## src/sv/efp_pkg.sv

```systemverilog
// ----------------------------------------------------------------------------
// efp_pkg
// Shared constants, controller states and command/status bundles.
// ----------------------------------------------------------------------------
`default_nettype none

package efp_pkg;

    localparam int FRAC_BITS = 40;
    localparam int PAL_SIZE  = 16384;
    localparam int ESC_BIT   = 2 * FRAC_BITS + 16;
    localparam logic [15:0] GAMMA_Q16 = 16'd24248;

    localparam logic [3:0] CFG_START_RE = 4'd0;
    localparam logic [3:0] CFG_START_IM = 4'd1;
    localparam logic [3:0] CFG_STEP_RE  = 4'd2;
    localparam logic [3:0] CFG_STEP_IM  = 4'd3;
    localparam logic [3:0] CFG_MAX_ITER = 4'd4;
    localparam logic [3:0] CFG_JULIA_EN = 4'd5;
    localparam logic [3:0] CFG_JULIA_RE = 4'd6;
    localparam logic [3:0] CFG_JULIA_IM = 4'd7;

    typedef enum logic [4:0] {
        S_IDLE, S_PIX, S_SEED, S_MUL, S_CORR, S_CHECK,
        S_L1_GO, S_L1_WAIT, S_L2_GO, S_L2_WAIT, S_MU,
        S_DIV_GO, S_DIV_WAIT, S_L3_GO, S_L3_WAIT, S_EXP,
        S_SQ_GO, S_SQ_WAIT, S_SCALE, S_DONE
    } t_state;

    typedef enum logic [1:0] {LS_MAG, LS_L1, LS_T32} t_log_src;

    typedef enum logic [1:0] {LG_IDLE, LG_NORM, LG_SQR} t_log_phase;

    typedef struct packed {
        logic       load;
        logic       pix;
        logic       seed;
        logic       mul;
        logic [1:0] pp_sel;
        logic       corr;
        logic       check;
        logic       log_go;
        logic       log_take;
        t_log_src   log_src;
        logic       mu;
        logic       div_go;
        logic       div_take;
        logic       expo;
        logic       sq_go;
        logic       sq_take;
        logic [3:0] pw_idx;
        logic       scale;
    } t_cmd;

    typedef struct packed {
        logic escaped;
        logic at_limit;
        logic log_done;
        logic div_done;
        logic sq_done;
        logic mu_clamp;
    } t_status;

endpackage

`default_nettype wire

```

## src/sv/efp_ctrl.sv

```systemverilog
// ----------------------------------------------------------------------------
// efp_ctrl
// Sequencer: pixel setup, iteration loop, smooth-color steps, result strobe.
// ----------------------------------------------------------------------------
`default_nettype none

module efp_ctrl (
    input  wire logic              i_clk,
    input  wire logic              i_rst_n,
    input  wire logic              i_start,
    input  wire efp_pkg::t_status  i_status,
    output efp_pkg::t_cmd          o_cmd,
    output logic                   o_busy,
    output logic                   o_valid
);
    import efp_pkg::*;

    t_state     r_state, n_state;
    logic [1:0] r_pp;
    logic [3:0] r_pw;

    always_comb begin
        n_state = r_state;
        unique case (r_state)
            S_IDLE:     if (i_start) n_state = S_PIX;
            S_PIX:      n_state = S_SEED;
            S_SEED:     n_state = S_MUL;
            S_MUL:      if (r_pp == 2'd3) n_state = S_CORR;
            S_CORR:     n_state = S_CHECK;
            S_CHECK: begin
                priority if (i_status.escaped) n_state = S_L1_GO;
                else if (i_status.at_limit)    n_state = S_DONE;
                else                           n_state = S_MUL;
            end
            S_L1_GO:    n_state = S_L1_WAIT;
            S_L1_WAIT:  if (i_status.log_done) n_state = S_L2_GO;
            S_L2_GO:    n_state = S_L2_WAIT;
            S_L2_WAIT:  if (i_status.log_done) n_state = S_MU;
            S_MU:       n_state = i_status.mu_clamp ? S_DONE : S_DIV_GO;
            S_DIV_GO:   n_state = S_DIV_WAIT;
            S_DIV_WAIT: if (i_status.div_done) n_state = S_L3_GO;
            S_L3_GO:    n_state = S_L3_WAIT;
            S_L3_WAIT:  if (i_status.log_done) n_state = S_EXP;
            S_EXP:      n_state = S_SQ_GO;
            S_SQ_GO:    n_state = S_SQ_WAIT;
            S_SQ_WAIT: begin
                if (i_status.sq_done) n_state = (r_pw == 4'd15) ? S_SCALE : S_SQ_GO;
            end
            S_SCALE:    n_state = S_DONE;
            S_DONE:     n_state = S_IDLE;
            default:    n_state = S_IDLE;
        endcase
    end

    always_comb begin
        o_cmd         = '0;
        o_cmd.log_src = LS_MAG;
        o_cmd.pp_sel  = r_pp;
        o_cmd.pw_idx  = r_pw;
        unique case (r_state)
            S_IDLE:     o_cmd.load = i_start;
            S_PIX:      o_cmd.pix = 1'b1;
            S_SEED:     o_cmd.seed = 1'b1;
            S_MUL:      o_cmd.mul = 1'b1;
            S_CORR:     o_cmd.corr = 1'b1;
            S_CHECK:    o_cmd.check = 1'b1;
            S_L1_GO:    o_cmd.log_go = 1'b1;
            S_L1_WAIT:  o_cmd.log_take = 1'b1;
            S_L2_GO: begin
                o_cmd.log_go  = 1'b1;
                o_cmd.log_src = LS_L1;
            end
            S_L2_WAIT: begin
                o_cmd.log_take = 1'b1;
                o_cmd.log_src  = LS_L1;
            end
            S_MU:       o_cmd.mu = 1'b1;
            S_DIV_GO:   o_cmd.div_go = 1'b1;
            S_DIV_WAIT: o_cmd.div_take = 1'b1;
            S_L3_GO: begin
                o_cmd.log_go  = 1'b1;
                o_cmd.log_src = LS_T32;
            end
            S_L3_WAIT: begin
                o_cmd.log_take = 1'b1;
                o_cmd.log_src  = LS_T32;
            end
            S_EXP:      o_cmd.expo = 1'b1;
            S_SQ_GO:    o_cmd.sq_go = 1'b1;
            S_SQ_WAIT:  o_cmd.sq_take = 1'b1;
            S_SCALE:    o_cmd.scale = 1'b1;
            S_DONE:     ;
            default:    ;
        endcase
        o_busy  = (r_state != S_IDLE);
        o_valid = (r_state == S_DONE);
    end

    always_ff @(posedge i_clk) begin
        if (!i_rst_n) begin
            r_state <= S_IDLE;
            r_pp    <= '0;
            r_pw    <= '0;
        end else begin
            r_state <= n_state;
            r_pp    <= (r_state == S_MUL) ? r_pp + 2'd1 : 2'd0;
            if (r_state == S_EXP) begin
                r_pw <= '0;
            end else if (r_state == S_SQ_WAIT && i_status.sq_done) begin
                r_pw <= r_pw + 4'd1;
            end
        end
    end

endmodule

`default_nettype wire

```

## config.mk

```make
export PLATFORM = sky130hd
export DESIGN_NAME = efp_ctrl
export DESIGN_NICKNAME = d
export VERILOG_FILES = /design/src/sv/efp_pkg.sv /design/src/sv/efp_ctrl.sv
export SDC_FILE = /design/constraint.sdc
export NUM_CORES = 1
export LEC_CHECK = 0
export BUFFER_PORTS_ARGS = -buffer_cell sky130_fd_sc_hd__buf_2
export CAP_MARGIN = 40
export CORE_ASPECT_RATIO = 1.1
export CORE_MARGIN = 2
export CORE_UTILIZATION = 43
export CTS_CLUSTER_SIZE = 10
export DETAILED_ROUTE_END_ITERATION = 8
export PLACE_DENSITY = 0.72
export SYNTH_ARGS = -nofsm -noshare
export SYNTH_HDL_FRONTEND = slang
export SYNTH_SLANG_ARGS = --single-unit
```

## constraint.sdc

```tcl
create_clock -name i_clk -period 1.7 [get_ports i_clk]
set_clock_uncertainty 0.15 [all_clocks]
set_input_delay 0.085 -clock i_clk [delete_from_list [all_inputs] [get_ports i_clk]]
set_output_delay 0.085 -clock i_clk [all_outputs]
set_load 0.01 [all_outputs]
```

* Word-level counts from Yosys, hierarchy flattened
Cells that the tools add are included.
** Storage, ports and cells
- Output and inout bits :: 25
- Input port bits :: 9
- Register bits :: 11
- Word-level logic and storage cells :: 72
** Operators by class
- Bitwise logic cells :: 1
- Equal/unequal tests :: 28
- $add $sub $neg :: 2
- Multiplexer cells :: 28
- Reduce and logical (&&, ||, !) cells :: 10
** Operators by type and width (number)
- $pmux W5 S19 :: 1
- $mux W5 :: 10
- $eq A5 B4 Y1 const B :: 8
- $eq A5 B3 Y1 const B :: 4
- $eq A5 B5 Y1 const B :: 4
- $mux W1 :: 15
- $ne A2 B2 Y1 const B :: 7
- $eq A5 B2 Y1 const B :: 2
- $reduce_and A7 Y1 :: 1
- $reduce_or A2 Y1 :: 3
- $reduce_or A3 Y1 :: 2
- $eq A5 B1 Y1 const B :: 1
- $logic_not A5 Y1 :: 1
- $reduce_bool A5 Y1 :: 1
- $add A4 B1 Y4 const B :: 1
- $eq A4 B4 Y1 const B :: 1
- $pmux W2 S2 :: 1
- $add A2 B1 Y2 const B :: 1
- $eq A2 B2 Y1 const B :: 1
- $mux W2 :: 1
- $reduce_and A2 Y1 :: 1
- $logic_and A1 B1 Y1 :: 1
- $not A1 Y1 :: 1

* Logic depth before layout (Yosys ltp)
- Depth after elaboration :: 4
- Gate-level depth with buffers :: 6
- Mapped depth without buffers :: 5

* Worst setup path after synthesis
OpenSTA, ideal clock, no wires.
- Path type :: register -> register
- Start point :: register r_state[0]
- End point :: register r_state[3]
- Data arrival time :: 1.407 ns
- Cell stages (with the launch flop) :: 5
- Period minus slack after synthesis :: 1.681 ns
- Library setup time :: 0.123 ns
- Buffers on the path :: 1
- Data required time :: 1.427 ns
- Slack :: 0.019 ns
- Cell sequence :: dfxtp_1 buf_2 or4_1 nand4_2 mux2_1
** On the way
- Cells in the longest elaborated chain, start to end :: 3
- Elaborated cells between the ends (all ways) :: 28
- Those cells by class :: eq/ne (25); mux (1); reduce/logical (2)
** RTL lines
- start: declaration :: RTL line efp_ctrl.sv:18 : t_state r_state, n_state;
- start signal: assignment :: RTL line efp_ctrl.sv:105 : r_state <= n_state;
- $eq A5 B2 Y1 (tied with other cells) :: RTL line efp_ctrl.sv:24 : unique case (r_state)
- $ne A2 B2 Y1 (no line)
- $reduce_and A7 Y1 (no line)
Several ways; a longest one is shown, not always the timed one.
A chain may end at the register's enable or synchronous reset.

* Worst setup path after layout
- Start point :: register r_state[0]
- End point :: output port o_valid
** On the way
- Cells in the longest elaborated chain, start to end :: 1
** RTL lines
- $eq A5 B5 Y1 :: RTL line efp_ctrl.sv:96 : o_valid = (r_state == S_DONE);
- end: declaration :: RTL line efp_ctrl.sv:14 : output logic o_valid
Every way passes these cells.

==> impl_metrics.py <==
metrics = {
    "floorplanning": {
        "dieArea_um2": 2500,
        "start_util_pct": 45.6,
        "rows": 17,
        "die_h_um": 52.3,
        "design.portCount": 34,
        "die_x_um": 47.9,
        "core_um2": 2000,
    },
    "timing": {
        "worst_hold_slack_ns": 0.0280,
        "finalHoldViolations": 0,
        "setup_viol_count_final": 0,
        "fmax_mhz": 611,
        "final.period_utilization_pct": 96.3,
        "setup_tns_ns": 0,
        "rsz0062_at_grt": "yes",
        "slew_headroom_pct": 80.5,
        "period_needed_ns": 1.64,
        "maxSlewViolCount": 0,
        "worst_pin_slew_ns": 0.290,
        "worst_slack_ns": 0.0622,
    },
    "power_and_ir_drop": {
        "p_per_area_nw_per_um2": 1030,
        "sw_frac_of_total_pct": 42.6,
        "ir_drop_mv": 0.630,
        "p_comb_share_pct": 60.7,
        "clock_power_share_pct": 13.6,
        "intPower_uw": 788,
        "p_leak_nw": 0.679,
        "p_sw_uw": 585,
        "seq_power_share_pct": 25.7,
        "total_power_mw": 1.37,
    },
    "cells_and_area": {
        "design_area_um2": 1340,
        "drive_gt1_share_pct": 45.7,
        "antennaDiodeCount": 0,
        "syn_to_final_growth_pct": 46.7,
        "final_nets": 176,
        "fillers": 187,
        "final_cell_count_no_fill": 192,
        "final_util_pct": 66.8,
    },
    "yosys": {
        "avgSynthCellArea_um2": 7.65,
        "synth_edf_count": 0,
        "ys_ff_latch": 11,
        "ys_async_sr_fraction_pct": 0,
        "syn_inst": 119,
        "synth_cell_type_count": 46,
        "synth.area.top_cells": "dfxtp_1, nor3_1, nor2_1",
        "yosysSeqAreaShare_pct": 24.2,
        "synth_area_um2": 911,
        "synth.net_count": 130,
        "ys.flop_type": "dfxtp_1",
        "yosysTopAreaCell": "dfxtp_1",
        "yosysWarnings": 0,
        "synth_top_area_share_pct": 24.2,
    },
    "global_routing": {
        "overflow": 0,
        "grt_max_degree": 18,
        "grt_pass1_wl_um": 3830,
        "grt_pass1_vias": 902,
        "antenna_found_initial": 0,
        "track_usage_pct": 20.8,
    },
    "detailed_routing": {
        "drt-pass1-iter-count": 4,
        "wl_met3_um": 103,
        "routedLengthMet1_um": 1150,
        "first_iter_violations": 20,
        "ant_nets": 0,
        "viasPerCell": 5.52,
        "routed_wl_um": 2510,
        "drc_errors": 0,
        "post_drt_wl_per_cell_um": 13.1,
        "dr_wl_met2_um": 1230,
        "num_vias": 1060,
        "maxUsedRoutingLayer": "met4",
    },
    "clock_network": {
        "cts_setup_buffers": 0,
        "clk_pin_slew_ns": 0.07,
        "cts_buffer_depth": 2,
        "cts-root-buf": "clkbuf_4",
        "cts_buffers": 3,
        "worstSkewPairLatency_ns": 0.28,
        "tritoncts": "done",
        "cts_sinks": 11,
        "htreeDepth": 1,
    },
    "hold_path": {
        "min_path_type": "in -> reg",
    },
    "job": {
        "max_cap_violations": 0,
    },
    "placement": {
        "placed_cell_area_um2": 1200,
        "port_buffers": 33,
        "dpl.hpwl_um": 1870,
        "gp_congestion": 0.826,
        "dp_worst_setup_slack_ns": 0.0134,
        "placed_cells": 187,
    },
    "critical_path": {
        "crit_chain": "buf_8 -> nand2_4 -> buf_4 -> nor3_1 -> buf_2",
        "cpLargestDelayFamily": "buffers and inverters",
        "cp_slowest_stage_delay_ns": 0.40,
        "start_kind": "register",
        "arrival_ns": 1.40,
        "critical_path_class": "reg -> out",
        "worstPathRequired_ns": 1.46,
        "path_max_fanout": 14,
        "critPathCaptureType": "output pin",
        "worst-path-buf-inv": 3,
        "crit_slowest_cell": "dfxtp_4",
    },
    "status": {
        "outcome": "finished, final reports clean",
    },
}
-- layout by cell type (no fill, tap or decap), drive strengths merged, types with 3 or more instances in the layout --
master | Yosys | routed
buf | 8 | 51
nand4 | 4 | 4
xor2 | 3 | 3
nand2 | 8 | 8
and2 | 3 | 3
nor3b | 3 | 3
clkbuf | 3 | 4
or3 | 3 | 3
mux2i | 4 | 4
dfxtp | 11 | 11
nand2b | 4 | 4
nor3 | 12 | 12
a21oi | 6 | 6
nor2 | 12 | 12
o21ai | 6 | 6
nand3 | 4 | 4
-- state kept, by name, indices dropped and copies added (netlist names) --
signal / cells
r_pw: 4
r_pp: 2
r_state: 5
-- Yosys cell counts (4+ instances only) --
| master | instances |
|---|---|
| buf_2 | 5 |
| nand2b_1 | 4 |
| a21oi_1 | 6 |
| nor3_1 | 12 |
| nand2_1 | 8 |
| mux2i_1 | 4 |
| dfxtp_1 | 11 |
| nor2_1 | 12 |
-- tightest hold or removal path, delay by kind of cell --
| family | cells | cell delay (ns) |
|---|---|---|
| buf+inv | 1 | 0.12 |
| compound gates | 1 | 0.05 |
| simple gates | 2 | 0.15 |
-- final timing paths --
check | from | endpoint | slack (ns) | cells past startpoint
max | r_state[0] | o_valid | 0.06 | 5
min | i_status[1] | r_pw[3] | 0.03 | 4
min reg2reg | r_pp[0] | r_pp[0] | 0.28 | 1
max reg2reg | r_state[0] | r_state[3] | 0.07 | 3
-- per-layer routing --
metal | up-vias | GRT usage [%]
li1 | 523 | -
met3 | 2 | 2.76
met5 | - | 0
met4 | 0 | 8.11
met2 | 29 | 34.9
met1 | 506 | 26.0
-- cell families after synthesis --
logic type               after synthesis  share of synthesized area (%)
AO/OA/AOI/OAI                         21                           14.8
XOR/XNOR                               3                           2.89
adder cells (fa/ha/maj)                2                           2.75
buffers and inverters                 12                           7.00
flip-flops                            11                           24.2
multiplexers                           5                           5.63
AND/OR/NAND/NOR                       65                           42.7
-- repair_timing --
item,CTS,global route
setup endpoints to repair,12,12
endpoints found under the hold margin,5,0
pin swaps,0,2
hold buffers,1,0
resized for setup,9,17
-- final cells by class --
cell class                 count  area [um2]  area share (%)
clock buffer                   4        26.3            1.97
inverter                       1        3.75           0.281
multi-input combinational     96         703            52.6
sequential                    11         230            17.2
tap                           28        35.0            2.62
timing repair buffer          52         338            25.3
-- power by group through the flow --
stage	clock network [mW]	registers (mW)	logic, mW
after floorplan	0	0.304	0.485
after CTS	0.193	0.342	0.750
after global placement	0	0.338	0.688
final	0.187	0.353	0.834
after detailed placement	0	0.340	0.699
after global routing	0.200	0.359	0.907
No activity file was read; power rests on OpenSTA's default activity.
